**config.mk**
```make
export PLATFORM = sky130hd
export DESIGN_NAME = host_port_string_validator
export DESIGN_NICKNAME = d
export VERILOG_FILES = /design/src/hw/rtl/hpsv_pkg.sv /design/src/hw/rtl/host_port_string_validator.sv /design/src/hw/rtl/hpsv_queue.sv /design/src/hw/rtl/hpsv_classify.sv /design/src/hw/rtl/hpsv_back.sv
export SDC_FILE = /design/constraint.sdc
export NUM_CORES = 1
export LEC_CHECK = 0
export ABC_AREA = 0
export BUFFER_PORTS_ARGS = -buffer_cell sky130_fd_sc_hd__buf_2
export CAP_MARGIN = 15
export CELL_PAD_IN_SITES_DETAIL_PLACEMENT = 1
export CELL_PAD_IN_SITES_GLOBAL_PLACEMENT = 1
export CORE_UTILIZATION = 47
export CTS_CLUSTER_SIZE = 10
export DETAILED_ROUTE_END_ITERATION = 10
export PLACE_DENSITY = 0.89
export SYNTH_ARGS = -nofsm -noshare
export SYNTH_HDL_FRONTEND = slang
export SYNTH_SLANG_ARGS = --single-unit
```
**constraint.sdc**
```tcl
create_clock -name clk -period 2.51 [get_ports clk]
set_input_delay 0.1255 -clock clk [delete_from_list [all_inputs] [get_ports clk]]
set_output_delay 0.1255 -clock clk [all_outputs]
set_load 0.05 [all_outputs]
```
**src/hw/rtl/hpsv_pkg.sv**
```systemverilog
// Shared types and character constants for the endpoint string validator.
package hpsv_pkg;

    localparam logic [7:0] CH_HYPHEN = 8'h2D;
    localparam logic [7:0] CH_DOT    = 8'h2E;
    localparam logic [7:0] CH_COLON  = 8'h3A;

    localparam logic [2:0] DOTS_IPV4       = 3'd3;
    localparam logic [2:0] PORT_MAX_DIGITS = 3'd5;
    localparam logic [2:0] DOT_SAT         = 3'd4;
    localparam logic [2:0] PORT_SAT        = 3'd6;

    typedef enum logic [1:0] {
        SEP_NONE  = 2'd0,
        SEP_DOT   = 2'd1,
        SEP_COLON = 2'd2
    } sep_t;

    // Character class of one byte, produced by the front end.
    typedef struct packed {
        logic is_dot;
        logic is_colon;
        logic is_hyphen;
        logic is_dec;
        logic is_hex;
        logic is_allowed;
        logic last;
    } byte_class_t;

    typedef struct packed {
        logic       at_first_byte;
        logic       label_begins;
        logic       all_decimal;
        logic       all_hex;
        logic       in_port;
        logic       ipv6_mode;
        logic [2:0] dot_count;
        logic [2:0] port_digits;
        logic       prev_was_hyphen;
        sep_t       separator_seen;
        logic       rejected;
    } scan_state_t;

    localparam scan_state_t SCAN_RESET = '{
        at_first_byte:   1'b1,
        label_begins:    1'b1,
        all_decimal:     1'b1,
        all_hex:         1'b1,
        in_port:         1'b0,
        ipv6_mode:       1'b0,
        dot_count:       3'd0,
        port_digits:     3'd0,
        prev_was_hyphen: 1'b0,
        separator_seen:  SEP_NONE,
        rejected:        1'b0
    };

endpackage

```
**src/hw/rtl/host_port_string_validator.sv**
```systemverilog
// A final byte is registered in the byte queue; its verdict is then registered in the
// result queue before it appears on the result ports.
// Throughput: one byte per cycle while full is low; the scanner's flag update sets it.
// Only a final byte can wait in the back end, and only while the result queue is full.
// Reset clears both queues and scan flags and holds off push until started_reg sets.
module host_port_string_validator #(
    parameter int FIFO_DEPTH = 2
) (
    input  logic       clk,
    input  logic       rst_n,
    input  logic       push,
    output logic       full,
    input  logic [7:0] text_byte,
    input  logic       final_byte,
    output logic       empty,
    input  logic       pop,
    output logic       valid_res
);
    import hpsv_pkg::*;

    localparam int CW = $bits(byte_class_t);

    byte_class_t   cls_in, cls_out;
    logic [CW-1:0] cls_out_bits;
    logic          cls_push, cls_pop, cls_empty, cls_full;
    logic          res_push, res_data, res_full;
    logic          cls_push_ok;

    assign full    = cls_full || !cls_push_ok;

    hpsv_classify u_classify (
        .clk        (clk),
        .rst_n      (rst_n),
        .push       (1'b1),
        .text_byte  (text_byte),
        .final_byte (final_byte),
        .cls_push   (cls_push_ok),
        .cls        (cls_in)
    );

    assign cls_push = push && !full;

    hpsv_queue #(
        .WIDTH (CW),
        .DEPTH (FIFO_DEPTH)
    ) u_cls_queue (
        .clk     (clk),
        .rst_n   (rst_n),
        .wr_en   (cls_push),
        .wr_data (cls_in),
        .full    (cls_full),
        .rd_en   (cls_pop),
        .rd_data (cls_out_bits),
        .empty   (cls_empty)
    );

    assign cls_out = byte_class_t'(cls_out_bits);

    hpsv_back u_back (
        .clk       (clk),
        .rst_n     (rst_n),
        .cls_empty (cls_empty),
        .cls       (cls_out),
        .cls_pop   (cls_pop),
        .res_full  (res_full),
        .res_push  (res_push),
        .res_data  (res_data)
    );

    hpsv_queue #(
        .WIDTH (1),
        .DEPTH (FIFO_DEPTH)
    ) u_res_queue (
        .clk     (clk),
        .rst_n   (rst_n),
        .wr_en   (res_push),
        .wr_data (res_data),
        .full    (res_full),
        .rd_en   (pop),
        .rd_data (valid_res),
        .empty   (empty)
    );

endmodule

```
**src/hw/rtl/hpsv_queue.sv**
```systemverilog
// Small register queue used between the front end, the back end and the result port.
module hpsv_queue #(
    parameter int WIDTH = 1,
    parameter int DEPTH = 2
) (
    input  logic             clk,
    input  logic             rst_n,
    input  logic             wr_en,
    input  logic [WIDTH-1:0] wr_data,
    output logic             full,
    input  logic             rd_en,
    output logic [WIDTH-1:0] rd_data,
    output logic             empty
);
    localparam int PW = (DEPTH > 1) ? $clog2(DEPTH) : 1;
    localparam int CW = $clog2(DEPTH + 1);

    logic [WIDTH-1:0] mem_reg [DEPTH];
    logic [PW-1:0]    wr_ptr_reg, wr_ptr_next;
    logic [PW-1:0]    rd_ptr_reg, rd_ptr_next;
    logic [CW-1:0]    count_reg, count_next;
    logic             do_wr, do_rd;

    assign full    = (count_reg == CW'(DEPTH));
    assign empty   = (count_reg == '0);
    assign do_wr   = wr_en && !full;
    assign do_rd   = rd_en && !empty;
    assign rd_data = mem_reg[rd_ptr_reg];

    always_comb
    begin
        wr_ptr_next = wr_ptr_reg;
        rd_ptr_next = rd_ptr_reg;
        count_next  = count_reg;
        if (do_wr)
        begin
            wr_ptr_next = (wr_ptr_reg == PW'(DEPTH - 1)) ? '0 : wr_ptr_reg + 1'b1;
        end
        if (do_rd)
        begin
            rd_ptr_next = (rd_ptr_reg == PW'(DEPTH - 1)) ? '0 : rd_ptr_reg + 1'b1;
        end
        if (do_wr && !do_rd)
        begin
            count_next = count_reg + 1'b1;
        end
        else if (do_rd && !do_wr)
        begin
            count_next = count_reg - 1'b1;
        end
    end

    always_ff @(posedge clk or negedge rst_n)
    begin
        if (!rst_n)
        begin
            wr_ptr_reg <= '0;
            rd_ptr_reg <= '0;
            count_reg  <= '0;
        end
        else
        begin
            wr_ptr_reg <= wr_ptr_next;
            rd_ptr_reg <= rd_ptr_next;
            count_reg  <= count_next;
        end
    end

    always_ff @(posedge clk)
    begin
        if (do_wr)
        begin
            mem_reg[wr_ptr_reg] <= wr_data;
        end
    end

endmodule

```
**src/hw/rtl/hpsv_classify.sv**
```systemverilog
// Front end: sorts each incoming byte into the character classes the scanner needs.
module hpsv_classify (
    input  logic                      clk,
    input  logic                      rst_n,
    input  logic                      push,
    input  logic [7:0]                text_byte,
    input  logic                      final_byte,
    output logic                      cls_push,
    output hpsv_pkg::byte_class_t     cls
);
    import hpsv_pkg::*;

    logic is_dec, is_upper, is_lower, is_hex_alpha;
    logic started_reg;

    assign is_dec       = (text_byte >= 8'h30) && (text_byte <= 8'h39);
    assign is_upper     = (text_byte >= 8'h41) && (text_byte <= 8'h5A);
    assign is_lower     = (text_byte >= 8'h61) && (text_byte <= 8'h7A);
    assign is_hex_alpha = ((text_byte >= 8'h41) && (text_byte <= 8'h46)) ||
                          ((text_byte >= 8'h61) && (text_byte <= 8'h66));

    always_comb
    begin
        cls.is_dot     = (text_byte == CH_DOT);
        cls.is_colon   = (text_byte == CH_COLON);
        cls.is_hyphen  = (text_byte == CH_HYPHEN);
        cls.is_dec     = is_dec;
        cls.is_hex     = is_dec || is_hex_alpha;
        cls.is_allowed = (text_byte == CH_HYPHEN) || is_dec || is_upper || is_lower;
        cls.last       = final_byte;
    end

    // Writes are held off out of reset until started_reg is set.
    assign cls_push = push && started_reg;

    always_ff @(posedge clk or negedge rst_n)
    begin
        if (!rst_n)
        begin
            started_reg <= 1'b0;
        end
        else
        begin
            started_reg <= 1'b1;
        end
    end

endmodule

```
**src/hw/rtl/hpsv_back.sv**
```systemverilog
// Back end: runs the scan flags over each classified byte and forms the verdict.
module hpsv_back (
    input  logic                  clk,
    input  logic                  rst_n,
    input  logic                  cls_empty,
    input  hpsv_pkg::byte_class_t cls,
    output logic                  cls_pop,
    input  logic                  res_full,
    output logic                  res_push,
    output logic                  res_data
);
    import hpsv_pkg::*;

    scan_state_t state_reg, state_next;
    scan_state_t st;
    logic        fire;
    logic        ok;

    // A final byte waits until the result queue has room.
    assign fire     = !cls_empty && (!cls.last || !res_full);
    assign cls_pop  = fire;
    assign res_push = fire && cls.last;
    assign res_data = ok;

    always_comb
    begin
        st = state_reg;
        if (cls.is_dot || cls.is_colon)
        begin
            if (st.at_first_byte)
            begin
                if (cls.is_dot)
                begin
                    st.rejected = 1'b1;
                end
                st.ipv6_mode = 1'b1;
                st.all_hex   = 1'b1;
            end
            if (st.prev_was_hyphen)
            begin
                st.rejected = 1'b1;
            end
            if (cls.is_dot)
            begin
                st.label_begins = 1'b1;
                if (st.dot_count < DOT_SAT)
                begin
                    st.dot_count = st.dot_count + 3'd1;
                end
                st.separator_seen = SEP_DOT;
            end
            else
            begin
                if (st.all_hex && st.separator_seen != SEP_DOT)
                begin
                    st.ipv6_mode      = 1'b1;
                    st.separator_seen = SEP_COLON;
                end
                else if (st.in_port && !st.ipv6_mode)
                begin
                    st.rejected = 1'b1;
                end
                st.in_port     = 1'b1;
                st.port_digits = 3'd0;
            end
        end
        else
        begin
            if (st.label_begins && cls.is_hyphen)
            begin
                st.rejected = 1'b1;
            end
            if (st.in_port)
            begin
                if (!cls.is_dec)
                begin
                    if (st.ipv6_mode)
                    begin
                        st.in_port = 1'b0;
                    end
                    else
                    begin
                        st.rejected = 1'b1;
                    end
                end
                else if (st.port_digits < PORT_SAT)
                begin
                    st.port_digits = st.port_digits + 3'd1;
                end
            end
            if (!cls.is_dec)
            begin
                st.all_decimal = 1'b0;
            end
            if (st.all_hex && !cls.is_hex)
            begin
                if (st.ipv6_mode)
                begin
                    st.rejected = 1'b1;
                end
                st.all_hex = 1'b0;
            end
            if (!cls.is_allowed)
            begin
                st.rejected = 1'b1;
            end
            st.label_begins = 1'b0;
        end
        st.prev_was_hyphen = cls.is_hyphen;
        st.at_first_byte   = 1'b0;

        ok = !st.rejected;
        if (st.all_decimal && st.dot_count != DOTS_IPV4)
        begin
            ok = 1'b0;
        end
        if (st.ipv6_mode && st.dot_count != 3'd0 && st.dot_count != DOTS_IPV4)
        begin
            ok = 1'b0;
        end
        if (st.port_digits == 3'd0 || st.port_digits > PORT_MAX_DIGITS)
        begin
            ok = 1'b0;
        end

        if (!fire)
        begin
            state_next = state_reg;
        end
        else if (cls.last)
        begin
            state_next = SCAN_RESET;
        end
        else
        begin
            state_next = st;
        end
    end

    always_ff @(posedge clk or negedge rst_n)
    begin
        if (!rst_n)
        begin
            state_reg <= SCAN_RESET;
        end
        else
        begin
            state_reg <= state_next;
        end
    end

endmodule

```
==> metrics <==
largest family of logic cells by synthesized area simple AND/OR/NAND/NOR gates; CTS root buffer clkbuf_8; first-pass GRT wire length between 8 and 9 mm; Final Critical Period between 2 and 2.5 ns; vias in the first global route roughly 1.9k; RSZ-0062 raised after global routing no; share of synthesized flip-flops with an asynchronous set or reset between 60% and 70%; worst-skew pair later-pin latency roughly 0.30 ns; Seq pwr share between 30 and 40%; share of layout cells above drive strength 1 ~20%; CTS tree yes; Warnings, synthesis 0; clk slew on worst S/H paths 0.08 ns; CP Capture Type flip-flop; Reg2Reg Depth 8; most instantiated cells after synthesis dfrtp_1 (21), nand2_1 (19), nor2_1 (19); DP Area 2300 µm²; flop-to-flop setup slack about 0.22 ns; Yosys reg bits between 40 and 50; Initial Utilization 49.2%; P_leak approximately 1.0 nW; final slew viol count 0; # rows 24; CTS H-tree depth 2; final hold vios 0; mux contribution to synthesized area 5.24%; r2r startpoint u_cls_queue.rd_ptr_reg$_DFFE_PN0P_; Setup WS post-layout 0.219 ns; Synth Area in Adders 2.30%; Hold Path Origin final_byte; Post-Synth Simple-Gate Area a little under a fifth; cells after synthesis about 200; drt pass-1 iters 4; Post-Syn Area around 2200 µm²; Hold Slack between 0.03 and 0.04 ns; Post-synth EDFFs 16; delay-heaviest family, CP flip-flops; Slew @ Worst Pin roughly 0.6 ns; ys flop type dfrtp_1; Synth top area share between 20% and 30%; Tot GR Track Use 23.7%; Die Area 4900 µm²; final setup vio count 0; CP max-delay cell dfrtp_1; Layout Utilization ~54%; count of non-filler cells in the finished layout approximately 280; area delta synth->final 10.6%; Clock Power Share ~16%; Largest register FFs 16; WP data required about 2.7 ns; WP data arrival approximately 2.5 ns; Sw Pwr 1.19 mW; CP Launch Type flip-flop; reg2reg end u_res_queue.count_reg[1]$_DFFE_PN0P_; maxcap violations 0; diodes inserted 0; GRT overflow 0; DRT antenna net count 0; Mapped Avg Cell Area approximately 11 µm²; Post-Synth XOR/XNOR Area under 10%; Max Clock Skew approximately 0.0094 ns; Inserted Clock Buffers 5; critical path buffer and inverter count 2; Setup Slack @ Placement 0.281 ns; Vias 1653; Synth area leaders dfrtp_1 (24%), edfxtp_1 (22%), dfstp_2 (4.8%); crit share post-route 91.3%; Critical Path Fanout Max 8; boundary pin count 16; combinational power share roughly 44%; final wirelength between 5 and 6 mm; DP Cell Count 266; nets@finish ~240; number of fill cells about 480; Die W 70 µm; outcome finished clean; GPL Wtd Cong between 0.8 and 0.9; post-synthesis compound-gate area fraction roughly 16%; worst path cell trace buf_4 -> mux2i_1 -> o21a_1 -> nand2_1 -> inv_1 -> ha_1 -> nor2_1 -> xor2_1; Residual DRC 0; Synth cell types 55; post-layout power 2.85 mW; initial antenna violation count 0; largest net degree at the start of global routing 26; setup_tns 0 ns; Iter 0 DRT Violations between 60 and 70; Resize count post-CTS 0; WL/cell 18.7 µm; DR vias/cell approximately 6; Switching Share a little over two fifths; Max Buffers Root-to-Sink 2; Core Box Area approximately 4400 µm²; critical path class flip-flop to flip-flop; Fmax 436 MHz; maximum vdd drop about 0.00063 V; Final Cell Area around 2400 µm²; most common cell in the synthesized netlist dfrtp_1; Min-Delay Path Class input port to flip-flop; Slew HR 60.0%; port bufs 15; register area share after synthesis 51.1%; hold depth 1; CTS sink count a little over 40; Synth Net Count ~220; height of the chip about 70 µm; Largest stage delay, worst path 0.56 ns; Hold Path End u_cls_queue.mem_reg[1][0]$_DFFE_PP_; dpl hpwl 3.73 mm; Int Power about 1.7 mW; pwr dens between 1000 and 1500 nW/µm²; largest area contributor in the netlist dfrtp_1
[cell families after synthesis]
logic type	count (synthesis)
XOR/XNOR	10
other	1
multiplexers	10
AND/OR/NAND/NOR	72
AO/OA/AOI/OAI	51
buffers and inverters	10
adder cells (fa/ha/maj)	4
flip-flops	41
[timing repair]
| item | in CTS | in global routing |
|---|---|---|
| hold buffers | 1 | 0 |
| setup buffers | 0 | 0 |
| endpoints found under the hold margin | 21 | 0 |
[placed cells by master (no fill, tap or decap), types with 3 or more instances in the layout]
master	n
nand2b_1	4
xor2_1	3
clkbuf_8	6
mux2i_1	4
nand2_1	19
inv_1	7
a31oi_1	6
o21ai_0	14
dfrtp_1	21
xnor2_1	7
edfxtp_1	16
dfstp_2	4
nor2_1	19
and3_1	3
buf_2	15
nand3_1	6
mux2_2	4
ha_1	4
nor3b_1	3
a21oi_1	7
buf_4	3
[routing by layer]
layer	routed length [µm]	global-route usage [%]	vias to the layer above	part of all wire, %
met5	0	0	-	0
met4	156	11.1	0	3.0
met3	154	5.19	14	3.0
met2	2580	39.7	34	50
met1	2260	29.0	824	44
li1	-	-	781	-
[layout make-up]
class / instances / area [µm²] / area share, %
Clock buffer: 7 / 86.3 / 3.59
Clock inverter: 1 / 7.51 / 0.312
Inverter: 7 / 26.3 / 1.09
Multi-Input combinational cell: 148 / 1000 / 41.6
Sequential cell: 41 / 1110 / 46.2
Tap cell: 52 / 65.1 / 2.71
Timing Repair Buffer: 19 / 108 / 4.48
[power groups by stage]
| stage | sequential, mW | combinational (mW) | clock (mW) |
|---|---|---|---|
| after floorplan | 1.06 | 1.01 | 0 |
| after global placement | 1.12 | 1.18 | 0 |
| after detailed placement | 1.14 | 1.24 | 0 |
| after CTS | 1.13 | 1.26 | 0.461 |
| after global routing | 1.16 | 1.39 | 0.489 |
| final | 1.13 | 1.26 | 0.455 |
[worst register-to-register path: stages, from the launching register on]
cell     delay (ns)
dfrtp_1        0.56
buf_4          0.25
mux2i_1        0.27
o21a_1         0.31
nand2_1        0.17
inv_1          0.11
ha_1           0.26
nor2_1         0.14
xor2_1         0.15
[worst max-delay path by stage]
stage,start,endpoint,cells after the start
floorplan,u_cls_queue.rd_ptr_reg$_DFFE_PN0P_,u_cls_queue.count_reg[1]$_DFFE_PN0P_,9
global placement,u_cls_queue.rd_ptr_reg$_DFFE_PN0P_,u_res_queue.count_reg[1]$_DFFE_PN0P_,8
detailed placement,u_cls_queue.rd_ptr_reg$_DFFE_PN0P_,u_res_queue.count_reg[1]$_DFFE_PN0P_,8
CTS,u_cls_queue.rd_ptr_reg$_DFFE_PN0P_,u_res_queue.count_reg[1]$_DFFE_PN0P_,8
global route,u_cls_queue.rd_ptr_reg$_DFFE_PN0P_,u_res_queue.count_reg[1]$_DFFE_PN0P_,8
finish,u_cls_queue.rd_ptr_reg$_DFFE_PN0P_,u_res_queue.count_reg[1]$_DFFE_PN0P_,8
(Power assumes the default switching activity.)
